### config.mk
export PLATFORM = sky130hd
export DESIGN_NAME = block_frame_to_cga_writes_unit
export DESIGN_NICKNAME = d
export VERILOG_FILES = /design/src/bfcw_pkg.sv /design/src/bfcw_parser.sv /design/src/bfcw_queue.sv /design/src/bfcw_writer.sv /design/src/block_frame_to_cga_writes_unit.sv
export SDC_FILE = /design/constraint.sdc
export NUM_CORES = 1
export LEC_CHECK = 0
export BUFFER_PORTS_ARGS = -buffer_cell sky130_fd_sc_hd__buf_2
export CAP_MARGIN = 15
export CORE_ASPECT_RATIO = 0.75
export CORE_MARGIN = 3
export CORE_UTILIZATION = 40
export DETAILED_ROUTE_END_ITERATION = 6
export PLACE_DENSITY_LB_ADDON = 0.12
export SYNTH_ARGS = -nofsm -noshare
export SYNTH_HDL_FRONTEND = slang
export SYNTH_SLANG_ARGS = --single-unit
### constraint.sdc
create_clock -name aclk -period 2.8 [get_ports aclk]
set_input_delay 0.56 -clock aclk [delete_from_list [all_inputs] [get_ports aclk]]
set_output_delay 0.56 -clock aclk [all_outputs]
set_load 0.02 [all_outputs]
### src/bfcw_pkg.sv
// Shared types and constants for the frame to video memory write converter.
`timescale 1ns / 1ps
package bfcw_pkg;

    localparam int unsigned QUEUE_DEPTH = 4;

    localparam logic [13:0] OFFSET_MASK = 14'h3fff;
    localparam logic [14:0] HALF_STRIDE = 15'd4096;
    localparam logic [14:0] ROW_STRIDE  = 15'd40;
    localparam logic [15:0] BLACK_WORD  = 16'h0000;
    localparam logic [15:0] WHITE_WORD  = 16'hffff;
    localparam logic [2:0]  LAST_ROW    = 3'd7;

    typedef struct packed {
        logic [7:0] byte_value;
        logic       frame_end;
    } bfcw_in_t;

    typedef struct packed {
        logic [14:0] word_address;
        logic [15:0] word_value;
        logic        last_of_record;
    } bfcw_out_t;

    // one parsed record command: a whole fill, or a single data row
    typedef struct packed {
        logic        is_fill;
        logic [2:0]  row;
        logic [13:0] offset;
        logic [15:0] value;
    } bfcw_cmd_t;

    typedef struct packed {
        logic full;
        logic empty;
    } bfcw_qstat_t;

endpackage

### src/bfcw_parser.sv
// Front end: accepts frame bytes, tracks record phase and emits write commands.
`timescale 1ns / 1ps
module bfcw_parser
    import bfcw_pkg::*;
(
    input  logic        aclk,
    input  logic        aresetn,
    input  logic        s_valid,
    output logic        s_ready,
    input  bfcw_in_t    s_data,
    input  bfcw_qstat_t q_stat,
    output logic        q_push,
    output bfcw_cmd_t   q_cmd
);

    typedef enum logic [1:0] {
        PH_MARK_LO,
        PH_MARK_HI,
        PH_DATA
    } phase_t;

    phase_t      phase_reg, phase_next;
    logic [7:0]  mark_lo_reg, mark_lo_next;
    logic [13:0] offset_reg, offset_next;
    logic [2:0]  row_reg, row_next;
    logic [15:0] mark;
    logic        accept;
    logic        gen;

    // 1 bpp to 2 bpp, then swap the two bytes
    function automatic logic [15:0] expand_byte(input logic [7:0] b);
        logic [15:0] r;
        for (int i = 0; i < 8; i++) begin
            r[2*i]   = b[i];
            r[2*i+1] = b[i];
        end
        return {r[7:0], r[15:8]};
    endfunction

    assign s_ready = !q_stat.full;
    assign accept  = s_valid && s_ready;
    assign mark    = {s_data.byte_value, mark_lo_reg};
    assign q_push  = accept && gen;

    always_comb begin
        phase_next  = phase_reg;
        mark_lo_next = mark_lo_reg;
        offset_next = offset_reg;
        row_next    = row_reg;
        gen         = 1'b0;
        q_cmd.is_fill = 1'b0;
        q_cmd.row     = row_reg;
        q_cmd.offset  = offset_reg;
        q_cmd.value   = expand_byte(s_data.byte_value);
        unique case (phase_reg)
            PH_MARK_LO: begin
                mark_lo_next = s_data.byte_value;
                phase_next   = PH_MARK_HI;
            end
            PH_MARK_HI: begin
                if (mark[15:14] != 2'b00) begin
                    gen           = 1'b1;
                    q_cmd.is_fill = 1'b1;
                    q_cmd.row     = 3'd0;
                    q_cmd.offset  = mark[13:0] & OFFSET_MASK;
                    // black wins over white
                    q_cmd.value   = mark[14] ? BLACK_WORD : WHITE_WORD;
                    phase_next    = PH_MARK_LO;
                end else begin
                    offset_next = mark[13:0] & OFFSET_MASK;
                    row_next    = 3'd0;
                    phase_next  = PH_DATA;
                end
            end
            PH_DATA: begin
                gen        = 1'b1;
                row_next   = row_reg + 3'd1;
                phase_next = (row_reg == LAST_ROW) ? PH_MARK_LO : PH_DATA;
            end
            default: phase_next = PH_MARK_LO;
        endcase
        if (s_data.frame_end) begin
            phase_next = PH_MARK_LO;
        end
    end

    always_ff @(posedge aclk) begin
        if (!aresetn) begin
            phase_reg   <= PH_MARK_LO;
            mark_lo_reg <= 8'd0;
            offset_reg  <= 14'd0;
            row_reg     <= 3'd0;
        end else if (accept) begin
            phase_reg   <= phase_next;
            mark_lo_reg <= mark_lo_next;
            offset_reg  <= offset_next;
            row_reg     <= row_next;
        end
    end

endmodule

### src/bfcw_queue.sv
// Small command queue between parser and writer.
`timescale 1ns / 1ps
module bfcw_queue
    import bfcw_pkg::*;
#(
    parameter int unsigned DEPTH = QUEUE_DEPTH
) (
    input  logic        aclk,
    input  logic        aresetn,
    input  logic        push,
    input  bfcw_cmd_t   push_cmd,
    input  logic        pop,
    output bfcw_cmd_t   head_cmd,
    output bfcw_qstat_t stat
);

    localparam int unsigned AW = (DEPTH > 1) ? $clog2(DEPTH) : 1;
    localparam int unsigned CW = $clog2(DEPTH + 1);
    localparam logic [AW-1:0] LAST_IDX = AW'(DEPTH - 1);
    localparam logic [CW-1:0] FULL_CNT = CW'(DEPTH);

    bfcw_cmd_t     slot_reg [DEPTH];
    logic [AW-1:0] wr_ptr_reg, rd_ptr_reg;
    logic [CW-1:0] count_reg;
    logic          do_push, do_pop;

    assign stat.full  = (count_reg == FULL_CNT);
    assign stat.empty = (count_reg == '0);
    assign do_push    = push && !stat.full;
    assign do_pop     = pop && !stat.empty;
    assign head_cmd   = slot_reg[rd_ptr_reg];

    always_ff @(posedge aclk) begin
        if (do_push) begin
            slot_reg[wr_ptr_reg] <= push_cmd;
        end
    end

    always_ff @(posedge aclk) begin
        if (!aresetn) begin
            wr_ptr_reg <= '0;
            rd_ptr_reg <= '0;
            count_reg  <= '0;
        end else begin
            if (do_push) begin
                wr_ptr_reg <= (wr_ptr_reg == LAST_IDX) ? '0 : wr_ptr_reg + AW'(1);
            end
            if (do_pop) begin
                rd_ptr_reg <= (rd_ptr_reg == LAST_IDX) ? '0 : rd_ptr_reg + AW'(1);
            end
            if (do_push && !do_pop) begin
                count_reg <= count_reg + CW'(1);
            end else if (do_pop && !do_push) begin
                count_reg <= count_reg - CW'(1);
            end
        end
    end

endmodule

### src/bfcw_writer.sv
// Back end: turns queued commands into word writes behind an output register.
`timescale 1ns / 1ps
module bfcw_writer
    import bfcw_pkg::*;
(
    input  logic        aclk,
    input  logic        aresetn,
    input  bfcw_qstat_t q_stat,
    input  bfcw_cmd_t   head_cmd,
    output logic        q_pop,
    output logic        m_valid,
    input  logic        m_ready,
    output bfcw_out_t   m_data
);

    logic        m_valid_reg;
    bfcw_out_t   m_data_reg, m_data_next;
    logic [2:0]  fill_row_reg;
    logic [2:0]  row;
    logic        can_load;
    logic        emit;

    function automatic logic [14:0] row_offset(input logic [1:0] r);
        logic [14:0] v;
        case (r)
            2'd0:    v = 15'd0;
            2'd1:    v = ROW_STRIDE;
            2'd2:    v = ROW_STRIDE + ROW_STRIDE;
            default: v = ROW_STRIDE + ROW_STRIDE + ROW_STRIDE;
        endcase
        return v;
    endfunction

    assign can_load = !m_valid_reg || m_ready;
    assign emit     = can_load && !q_stat.empty;
    assign row      = head_cmd.is_fill ? fill_row_reg : head_cmd.row;
    // a fill stays at the head until its eighth row goes out
    assign q_pop    = emit && (!head_cmd.is_fill || fill_row_reg == LAST_ROW);

    always_comb begin
        m_data_next.word_address = {1'b0, head_cmd.offset}
                                 + (row[2] ? HALF_STRIDE : 15'd0)
                                 + row_offset(row[1:0]);
        m_data_next.word_value     = head_cmd.value;
        m_data_next.last_of_record = (row == LAST_ROW);
    end

    always_ff @(posedge aclk) begin
        if (!aresetn) begin
            m_valid_reg  <= 1'b0;
            fill_row_reg <= 3'd0;
        end else begin
            if (emit) begin
                m_valid_reg <= 1'b1;
                if (head_cmd.is_fill) begin
                    fill_row_reg <= fill_row_reg + 3'd1;
                end
            end else if (can_load) begin
                m_valid_reg <= 1'b0;
            end
        end
    end

    always_ff @(posedge aclk) begin
        if (emit) begin
            m_data_reg <= m_data_next;
        end
    end

    assign m_valid = m_valid_reg;
    assign m_data  = m_data_reg;

endmodule

### src/block_frame_to_cga_writes_unit.sv
// Top level of the frame record to video memory word write converter.
//
// s_valid/s_ready/s_data carry one frame byte per item, with a frame_end flag
// that sends the parser back to the start of a record mark.
// m_valid/m_ready/m_data carry one video memory word write per item.
// A data byte gives one write: it is pushed into the command queue, then
// moved from the queue head into the output register that drives m_data.
// A black or white mark gives eight writes, one per row, which the writer
// produces from a single queue entry through the same output register.
// Input is taken once per cycle while the command queue (QUEUE_DEPTH
// entries) has room; throughput on the write side is one write per cycle
// while m_ready is high, set by the single output register of the writer.
// A fill holds the queue head until its eight writes have gone out, so a
// byte stream after a fill backs up into the queue and then stalls s_ready.
// When m_ready is low the output register holds its write, the queue fills,
// and s_ready drops once the queue is full; nothing is lost.
// aresetn is synchronous, active low: the parser returns to the mark low
// byte, the queue empties and m_valid drops.
`timescale 1ns / 1ps
module block_frame_to_cga_writes_unit
    import bfcw_pkg::*;
#(
    parameter int unsigned QUEUE_DEPTH_P = QUEUE_DEPTH
) (
    input  logic      aclk,
    input  logic      aresetn,
    input  logic      s_valid,
    output logic      s_ready,
    input  bfcw_in_t  s_data,
    output logic      m_valid,
    input  logic      m_ready,
    output bfcw_out_t m_data
);

    bfcw_qstat_t q_stat;
    bfcw_cmd_t   push_cmd;
    bfcw_cmd_t   head_cmd;
    logic        q_push;
    logic        q_pop;

    bfcw_parser u_parser (
        .aclk    (aclk),
        .aresetn (aresetn),
        .s_valid (s_valid),
        .s_ready (s_ready),
        .s_data  (s_data),
        .q_stat  (q_stat),
        .q_push  (q_push),
        .q_cmd   (push_cmd)
    );

    bfcw_queue #(
        .DEPTH (QUEUE_DEPTH_P)
    ) u_queue (
        .aclk     (aclk),
        .aresetn  (aresetn),
        .push     (q_push),
        .push_cmd (push_cmd),
        .pop      (q_pop),
        .head_cmd (head_cmd),
        .stat     (q_stat)
    );

    bfcw_writer u_writer (
        .aclk     (aclk),
        .aresetn  (aresetn),
        .q_stat   (q_stat),
        .head_cmd (head_cmd),
        .q_pop    (q_pop),
        .m_valid  (m_valid),
        .m_ready  (m_ready),
        .m_data   (m_data)
    );

`ifndef SYNTHESIS
    a_no_push_when_full: assert property (@(posedge aclk) disable iff (!aresetn)
        q_push |-> !q_stat.full)
        else $error("command pushed into a full queue");

    a_no_pop_when_empty: assert property (@(posedge aclk) disable iff (!aresetn)
        q_pop |-> !q_stat.empty)
        else $error("command popped from an empty queue");

    a_addr_in_range: assert property (@(posedge aclk) disable iff (!aresetn)
        m_valid |-> (m_data.word_address <= 15'd20599))
        else $error("write address out of range");

    a_fill_value: assert property (@(posedge aclk) disable iff (!aresetn)
        (q_pop && head_cmd.is_fill) |=>
            (m_data.last_of_record && (m_data.word_value == BLACK_WORD
                                       || m_data.word_value == WHITE_WORD)))
        else $error("fill record did not end on a black or white last write");
`endif

endmodule

==> impl_metrics.toml, run 1 <==
[power_and_ir_drop]
p_seq_share_pct = 45.1
pwr_density_cell_nw_per_um2 = 805
p_sw_mw = 1.65
vdd_ir_drop_max_v = 0.000369
swShare_pct = 25.1
p_leak_nw = 2.99
clockPowerShare_pct = 38.3
p_comb_share_pct = 16.6
internal_power_mw = 4.90

[sta]
rsz0062_at_grt = "no"
holdWs_ns = 0.436
fin_skew_ns = 0.0111
setup_viol = 0
max_freq_mhz = 370
final.setup.tns_ns = 0
hold_violations = 0
fin_crit_sh_pct = 96.6
relSlewSlack_pct = 55.0
period_needed_ns = 2.70
slew_violations = 0
worst_pin_slew_ns = 0.676

[final_layout]
final_common_cell = "edfxtp_1"
syn2layout_area_growth_pct = 16.8
fin_util_pct = 48.1
num_antenna_cells = 0
final_cell_mix = "edfxtp_1 (128), nand2_1 (56), buf_2 (46), dfxtp_1 (39), nor2b_1 (28)"
final_nets = 535
largest_reg_flops = 104
drive_above_1_share_pct = 25.7
layoutNonFillerInstCount = 728
design_area_sq_um = 8140

[clock_tree]
cts.clk_slew.worst_paths_ns = 0.06
cts_max_level = 4
root_buffer = "clkbuf_16"
numCtsBuffers = 17
cts_tree = "built"
numClockSinks = 168
cts_setup_buffers = 0
clock_path_buffers = 2
clock_latency_ns = 0.42

[global_routing]
grt_pass1_wl_mm = 21.5
grtUsageMet3_pct = 4.22
gr-total-overflow = 0
grt_busiest_layer = "met2"
met2_usage_pct = 23.5
grt_antenna_before_repair = 0
grt_usage_pct = 15.3
met1_usage_pct = 21.2
grt_pass1_vias = 3785
grt_start_max_net_pins = 39

[route]
drt_iter0_markers = 255
wire_per_inst_microns = 18.5
totalWireLength_mm = 13.5
drt-pass1-iter-count = 4
final_antenna_net_count = 0
drc = 0
vias = 3660
vias_per_cell = 5.03

[worst_setup_path]
rr_worst_depth = 8
end_kind = "flip-flop"
r2r_end = "u_writer.m_data[30]$_DFFE_PN_"
path_class = "flip-flop to flip-flop"
startpoint_type = "flip-flop"
arrival_ns = 2.87
required_ns = 2.97
r2r_slack_ns = 0.1
cp-endpoint = "u_writer.m_data[30]$_DFFE_PN_"
cp_max_fo = 5

[synth]
synth-edff-count = 128
avgSynthCellArea_sq_um = 15.7
ys.warnings.count = 0
synth.area.top_cells = "edfxtp_1 (55%), dfxtp_1 (11%), mux4_2 (7.1%), mux2i_1 (3.7%), ha_1 (3.4%)"
synth_top_area_cell = "edfxtp_1"
syn_inst = 443
synth_flop_cell = "edfxtp_1"
synth.top_cell.area_share_pct = 55.2
syn_nets = 477
ys_async_sr_fraction_pct = 0
synth_area_sq_um = 6970
ys_ff_latch = 168
synth-seq-area-share_pct = 66.7
ys_types = 43

[placement]
portBuffers = 46
place_congestion = 0.748
dpl_cell_area_sq_um = 7490
post-place-cells = 697
dp_hpwl_mm = 9.22

[floorplanning]
die-height_microns = 120
initial_core_util_pct = 41.2
num_rows = 41
io_pins = 47
core_sq_um = 16900
die_w_microns = 158
dieArea_sq_um = 19100

[hold_path]
min_path_type = "input pin to flip-flop"
hold_path.startpoint = "s_data[0]"

[outcome]
outcome = "complete, no violations"

[flow_run]
cap_viol_max_count = 0
==> metal layers <==
metal	routed length, microns	up-vias
li1	-	1759
met1	6430	1832
met3	506	7
met4	87	0
met2	6480	62
met5	0	-
==> cells by family (layout without fill, tap and decap cells) <==
logic type	Yosys count	after routing	share of synthesized area [%]
simple gates	121	121	9.00
mux	55	55	12.8
flops	168	168	66.7
buf+inv	36	106	2.68
compound gates	30	30	3.34
fa+ha+maj	21	21	3.99
xor+xnor	12	12	1.51
==> synth_stat cells (3+ instances only) <==
master and n:
xor2_1 3, ha_1 19, buf_4 8, dfxtp_1 40, a21boi_0 9, inv_1 11, nor2b_1 28, mux4_1 4
nand3_1 5, and2_1 12, edfxtp_1 128, mux2_2 3, a21o_1 4, mux2i_1 26, buf_2 5, mux4_2 22
o21a_1 6, xnor2_1 9, nand2_1 56, clkbuf_1 10
==> critical path, cell delays in order (launching register included) <==
cell,delay (ns)
dfxtp_4,0.38
mux4_2,0.54
mux2_2,0.32
ha_2,0.21
fa_2,0.35
a21o_1,0.17
a21o_1,0.21
a31oi_2,0.20
xnor2_1,0.08
==> how the worst min path moves through the flow <==
stage                                    endpoint  slack, ns  depth (start not counted)
5_1_grt        u_parser.phase_reg[1]$_SDFFE_PN0P_       0.44                          3
2_1_floorplan    u_parser.row_reg[1]$_SDFFE_PN0P_       0.45                          2
4_1_cts        u_parser.phase_reg[1]$_SDFFE_PN0P_       0.41                          3
3_3_place_gp     u_parser.row_reg[2]$_SDFFE_PN0P_       0.46                          2
6_report       u_parser.phase_reg[1]$_SDFFE_PN0P_       0.44                          3
3_5_place_dp     u_parser.row_reg[2]$_SDFFE_PN0P_       0.48                          2
==> metrics by stage <==
step / total power, mW / setup WS, ns
after floorplan: 3.79 / 0.0165
after global placement: 4.10 / 0.0458
after detailed placement: 4.12 / 0.0211
after CTS: 6.64 / 0.0139
after global routing: 6.85 / 0.00985
final: 6.55 / 0.0966
==> cell type report <==
cell class / instances / area, sq um
clock inverters: 12 / 200
repair buffers: 64 / 390
well taps: 215 / 269
multi-input cells: 239 / 2150
clock buffers: 19 / 433
inverters: 11 / 41.3
fillers: 1448 / 8790
flip-flops and latches: 168 / 4650
==> repair_timing <==
action / 4_1_cts / 5_1_grt
hold buffers: 0 / 0
endpoints found under the setup margin: 0 / 2
gates resized for setup: 0 / 3
==> power by group through the flow <==
| stage | combinational [mW] | clock, mW | sequential (mW) |
|---|---|---|---|
| finish | 1.09 | 2.51 | 2.96 |
| global route | 1.20 | 2.68 | 2.97 |
| CTS | 1.11 | 2.57 | 2.96 |
| detailed placement | 1.11 | 0 | 3.01 |
| global placement | 1.09 | 0 | 3.01 |
| floorplan | 0.667 | 0 | 3.12 |
(Power assumes the default switching activity.)
==> inputs of run 2 (changes only) <==
--- a/config.mk
+++ b/config.mk
@@ -9,7 +9,7 @@
 export CAP_MARGIN = 15
 export CORE_ASPECT_RATIO = 0.75
 export CORE_MARGIN = 3
-export CORE_UTILIZATION = 40
+export CORE_UTILIZATION = 30
 export DETAILED_ROUTE_END_ITERATION = 6
 export PLACE_DENSITY_LB_ADDON = 0.12
 export SYNTH_ARGS = -nofsm -noshare
==> run 2 against run 1 <==
  * First-iteration DRC count is 11% lower
  * Sequential cell count stayed put
  * Wire length grew 8.8%
  * Fmax down 0.13%
  * Worst hold slack worse by 0.014 ns
  * Sequential share of layout area down 0.18 points
  * Critical path depth unchanged
  * Die area increased by 32%
  * Final cell count rose by 11%
  * Clock power decreased by 11%
  * Clock skew rose by 0.0040 ns
  * Utilization fell by 12 points
  * Critical path type unchanged
  * Largest cell class unchanged
==> impl_metrics.toml, run 2 (synthesized netlist as in run 1, its figures left out) <==
[worst_setup_path]
arrival_ns = 2.89
cpMostUsedCell = "a21o_1"
cp_slowest_cell = "mux4_2"
crit_chain = "mux4_2 > mux2_4 > buf_4 > ha_1 > a21o_1 > a21o_1 > a31oi_1 > xnor2_1"
r2r_end = "u_writer.m_data[30]$_DFFE_PN_"
cp_num_buf_inv = 1
rr_worst_depth = 8
cp-endpoint = "u_writer.m_data[30]$_DFFE_PN_"
end_kind = "flip-flop"
startpoint_type = "flip-flop"
cp_max_fo = 5
slowest_delay_ns = 0.55
r2r_slack_ns = 0.09
crit_family = "multiplexers"
required_ns = 2.98
path_class = "flip-flop to flip-flop"
cp.depth = 8

[route]
vias_per_cell = 4.56
drt-pass1-iter-count = 4
routed.top_layer = "met4"
drc = 0
wl_met1_mm = 7.57
vias = 3683
final_antenna_net_count = 0
totalWireLength_mm = 14.7
dr_wl_met3_microns = 418
wire_per_inst_microns = 18.2
drt_iter0_markers = 228
wl_met2_mm = 6.56

[global_routing]
grt_start_max_net_pins = 39
grt_pass1_wl_mm = 22.9
grt_usage_pct = 12.4
gr-total-overflow = 0
grt_antenna_before_repair = 0
grt_pass1_vias = 3758

[flow_run]
cap_viol_max_count = 0

[clock_tree]
clock_latency_ns = 0.43
clock_path_buffers = 2
hold_buffers = 0
cts_tree = "built"
root_buffer = "clkbuf_16"
numCtsBuffers = 17
cts_max_level = 4
cts.clk_slew.worst_paths_ns = 0.07
numClockSinks = 168

[sta]
slew_violations = 0
fin_crit_sh_pct = 96.7
worst_pin_slew_ns = 0.715
timing.final.ws_setup_ns = 0.0930
fin_skew_ns = 0.0151
holdWs_ns = 0.422
period_needed_ns = 2.71
setup_viol = 0
hold_violations = 0
relSlewSlack_pct = 52.3
max_freq_mhz = 369

[floorplanning]
core_sq_um = 22500
num_rows = 47
dieArea_sq_um = 25100
initial_core_util_pct = 31.0
io_pins = 47
die-height_microns = 138
die_w_microns = 182

[placement]
dp_hpwl_mm = 9.43
post-place-ws_ns = 0.0535
place_congestion = 0.721
portBuffers = 46
dpl_cell_area_sq_um = 7570

[final_layout]
largest_reg_flops = 104
num-fill-cells = 2166
final_cell_mix = "edfxtp_1 (128), nand2_1 (56), buf_2 (46), dfxtp_1 (39), nor2b_1 (28)"
syn2layout_area_growth_pct = 17.1
final_common_cell = "edfxtp_1"
final_nets = 535
design_area_sq_um = 8160
num_antenna_cells = 0
drive_above_1_share_pct = 25.9

[power_and_ir_drop]
vdd_ir_drop_max_v = 0.000416
pwr_density_cell_nw_per_um2 = 775
p_total_mw = 6.32
p_leak_nw = 2.97

[hold_path]
min_path_type = "input pin to flip-flop"

[outcome]
outcome = "complete, no violations"
[run 2: cell count changes in the layout (fill, tap and decap cells not counted)]
cell / previous run / this run
inv_6: 1 / 5
mux2_2: 3 / 2
inv_8: 0 / 4
ha_4: 0 / 1
ha_2: 2 / 0
a31oi_1: 1 / 2
a31oi_2: 1 / 0
mux2_4: 0 / 1
ha_1: 17 / 18
bufinv_16: 5 / 0
clkbuf_1: 2 / 0
[run 2: timing repair]
action,in CTS,in global routing
setup buffers,0,2
setup endpoints to repair,0,2
gates resized for setup,0,3
[run 2: per-layer routing]
metal  vias up  track usage, %
met5         -               0
met4         0            3.93
met3         8            2.65
met2        52            18.8
met1      1869            17.9
li1       1754               -
[run 2: layout make-up]
class / count / area, sq um / area share, %
sequential: 168 / 4650 / 57.0
multi-input combinational: 239 / 2160 / 26.4
clock buffer: 17 / 425 / 5.21
timing repair buffer: 64 / 390 / 4.78
tap: 294 / 368 / 4.51
clock inverter: 15 / 130 / 1.59
inverter: 11 / 41.3 / 0.506
[run 2: worst min-delay path by stage]
stage | from | to | slack (ns) | cells after the start
2_1_floorplan | u_parser.row_reg[1]$_SDFFE_PN0P_ | u_parser.row_reg[1]$_SDFFE_PN0P_ | 0.45 | 2
3_3_place_gp | u_parser.row_reg[2]$_SDFFE_PN0P_ | u_parser.row_reg[2]$_SDFFE_PN0P_ | 0.47 | 2
3_5_place_dp | u_writer.fill_row_reg[1]$_SDFFE_PN0P_ | u_writer.fill_row_reg[1]$_SDFFE_PN0P_ | 0.49 | 2
4_1_cts | s_data[0] | u_parser.phase_reg[1]$_SDFFE_PN0P_ | 0.40 | 3
5_1_grt | s_data[0] | u_parser.phase_reg[1]$_SDFFE_PN0P_ | 0.44 | 3
6_report | s_data[0] | u_parser.phase_reg[1]$_SDFFE_PN0P_ | 0.42 | 3
[run 2: power breakdown]
| part | total, mW | internal [mW] | switching (mW) |
|---|---|---|---|
| Clock | 2.23 | 1.17 | 1.06 |
| Combinational | 1.14 | 0.470 | 0.667 |
| Sequential | 2.95 | 2.88 | 0.0695 |
[run 2: worst min-delay path, delay by kind of cell]
family,cells,cell delay (ns)
and+or+nand+nor,1,0.09
buffers and inverters,1,0.08
AOI/OAI and AO/OA,1,0.06
[run 2: per-stage QoR]
stage | setup TNS, ns | cells | util [%]
4_1_cts | 0 | 806 | 36.2
6_report | 0 | 808 | 36.3
5_1_grt | -0.00462 | 808 | 36.3
3_5_place_dp | 0 | 774 | 33.7
3_3_place_gp | 0 | 774 | 33.7
2_1_floorplan | 0 | 443 | -
==> inputs of run 3 (changes only) <==
--- a/config.mk
+++ b/config.mk
@@ -7,9 +7,12 @@
 export LEC_CHECK = 0
 export BUFFER_PORTS_ARGS = -buffer_cell sky130_fd_sc_hd__buf_2
 export CAP_MARGIN = 15
+export CELL_PAD_IN_SITES_DETAIL_PLACEMENT = 0
+export CELL_PAD_IN_SITES_GLOBAL_PLACEMENT = 1
 export CORE_ASPECT_RATIO = 0.75
 export CORE_MARGIN = 3
 export CORE_UTILIZATION = 30
+export CTS_BUF_LIST = sky130_fd_sc_hd__clkbuf_8
 export DETAILED_ROUTE_END_ITERATION = 6
 export PLACE_DENSITY_LB_ADDON = 0.12
 export SYNTH_ARGS = -nofsm -noshare
==> run 3 against run 2 <==
  * Power is 9.0% lower
  * First-iteration DRC count is 0.44% lower
  * Setup slack better by 0.0022 ns
  * Critical path depth stayed put
  * Sequential power hardly changed
  * Via count is 1.9% lower
  * Wire length is 3.9% lower
  * Fmax hardly changed
  * Sequential cell count stayed put
  * Non-clock buffer count is 2 lower
  * Die area stayed put
  * Largest power group unchanged
==> impl_metrics.toml, run 3 (synthesized netlist as in run 1, its figures left out) <==
[worst_setup_path]
end_kind = "flip-flop"
cpMostUsedCell = "a21o_1"
r2r_slack_ns = 0.1
cp_max_fo = 4
rr_worst_depth = 8
crit_family = "multiplexers"
startpoint_type = "flip-flop"
required_ns = 3.01
cp_slowest_cell = "mux4_2"
arrival_ns = 2.91
path_class = "flip-flop to flip-flop"
slowest_delay_ns = 0.55
cp_num_buf_inv = 0
r2r_end = "u_writer.m_data[30]$_DFFE_PN_"
crit_chain = "mux4_2 > mux2_4 > ha_2 > fa_2 > a21o_1 > a21o_1 > a31oi_1 > xnor2_1"

[clock_tree]
root_buffer = "clkbuf_8"
cts_setup_buffers = 0
clock_path_buffers = 2
numClockSinks = 168
cts.clk_slew.worst_paths_ns = 0.10
cts_resized = 0
hold_buffers = 0
cts_tree = "built"
clock_latency_ns = 0.44
cts_max_level = 4
numCtsBuffers = 17

[hold_path]
min_path_cells = 3
min_path_type = "input pin to flip-flop"
hold_path.startpoint = "s_data[0]"
hold_end = "u_parser.phase_reg[1]$_SDFFE_PN0P_"

[route]
vias_per_cell = 4.48
drc = 0
vias = 3614
wire_per_inst_microns = 17.5
drt_iter0_markers = 227
totalWireLength_mm = 14.1
final_antenna_net_count = 0
drt-pass1-iter-count = 4

[sta]
hold_violations = 0
period_needed_ns = 2.70
rsz0062_at_grt = "no"
fin_crit_sh_pct = 96.6
worst_pin_slew_ns = 0.789
final.setup.tns_ns = 0
relSlewSlack_pct = 47.3
fin_skew_ns = 0.0132
setup_viol = 0
slew_violations = 0
max_freq_mhz = 370
timing.final.ws_setup_ns = 0.0953

[floorplanning]
core_sq_um = 22500
num_rows = 47
io_pins = 47
initial_core_util_pct = 31.0
dieArea_sq_um = 25100
die_w_microns = 182
die-height_microns = 138

[placement]
portBuffers = 46
place_congestion = 0.725
dpl_cell_area_sq_um = 7550
dp_hpwl_mm = 9.24
post-place-ws_ns = 0.0691
post-place-cells = 774

[global_routing]
grt_antenna_before_repair = 0
grt_start_max_net_pins = 39
gr-total-overflow = 0
grt_usage_pct = 11.9
grt_pass1_vias = 3737
grt_pass1_wl_mm = 22.1

[final_layout]
layoutNonFillerInstCount = 806
final_nets = 533
final_common_cell = "edfxtp_1"
num_antenna_cells = 0
largest_reg_flops = 104
final_cell_mix = "edfxtp_1 (128), nand2_1 (56), buf_2 (46), dfxtp_1 (39), nor2b_1 (28)"
drive_above_1_share_pct = 25.6
design_area_sq_um = 7950
syn2layout_area_growth_pct = 14.1
fin_util_pct = 35.4

[flow_run]
cap_viol_max_count = 0

[power_and_ir_drop]
vdd_ir_drop_max_v = 0.000263
p_leak_nw = 2.88
pwr_density_cell_nw_per_um2 = 723

[outcome]
outcome = "complete, no violations"
-- run 3: cell count changes in the layout (fill, tap and decap cells not counted), sizes merged --
cell      change
inv           -1
bufinv        +2
clkinv        -2
buf           -2
clkinvlp      +1
-- run 3: worst min-delay path: cells and delay by family --
kind                   cells  cell delay, ns
and+or+nand+nor            1            0.09
buffers and inverters      1            0.08
AOI/OAI and AO/OA          1            0.07
-- run 3: power breakdown --
group | total (mW) | internal [mW] | switching, mW
logic | 1.07 | 0.420 | 0.649
registers | 2.95 | 2.88 | 0.0660
clock network | 1.74 | 0.812 | 0.925
total | 5.75 | 4.11 | 1.64
-- run 3: worst max path at each step --
stage               startpoint  depth (start not counted)                             to
global placement     flip-flop                          8  u_writer.m_data[30]$_DFFE_PN_
CTS                  flip-flop                          8  u_writer.m_data[30]$_DFFE_PN_
detailed placement   flip-flop                          8  u_writer.m_data[30]$_DFFE_PN_
finish               flip-flop                          8  u_writer.m_data[30]$_DFFE_PN_
global route         flip-flop                          8  u_writer.m_data[30]$_DFFE_PN_
floorplan            flip-flop                         10  u_writer.m_data[30]$_DFFE_PN_
-- run 3: cell type report --
class / instances / area, sq um
clock buffer: 17 / 234
sequential: 168 / 4650
inverter: 11 / 41.3
fill: 2156 / 14500
timing repair buffer: 62 / 350
clock inverter: 15 / 164
multi-input combinational: 239 / 2150
tap: 294 / 368
-- run 3: per-layer routing --
| metal | global-route usage [%] | share of wire [%] |
|---|---|---|
| met5 | 0 | 0 |
| met4 | 2.54 | 0.33 |
| met3 | 3.17 | 2.6 |
| met2 | 17.7 | 44 |
| met1 | 17.4 | 53 |
-- run 3: per-stage QoR --
step           power, mW  hold WS [ns]
3_3_place_gp        4.09         0.478
3_5_place_dp        4.10         0.485
6_report            5.75         0.420
2_1_floorplan       3.79         0.453
4_1_cts             5.85         0.395
5_1_grt             6.07         0.393
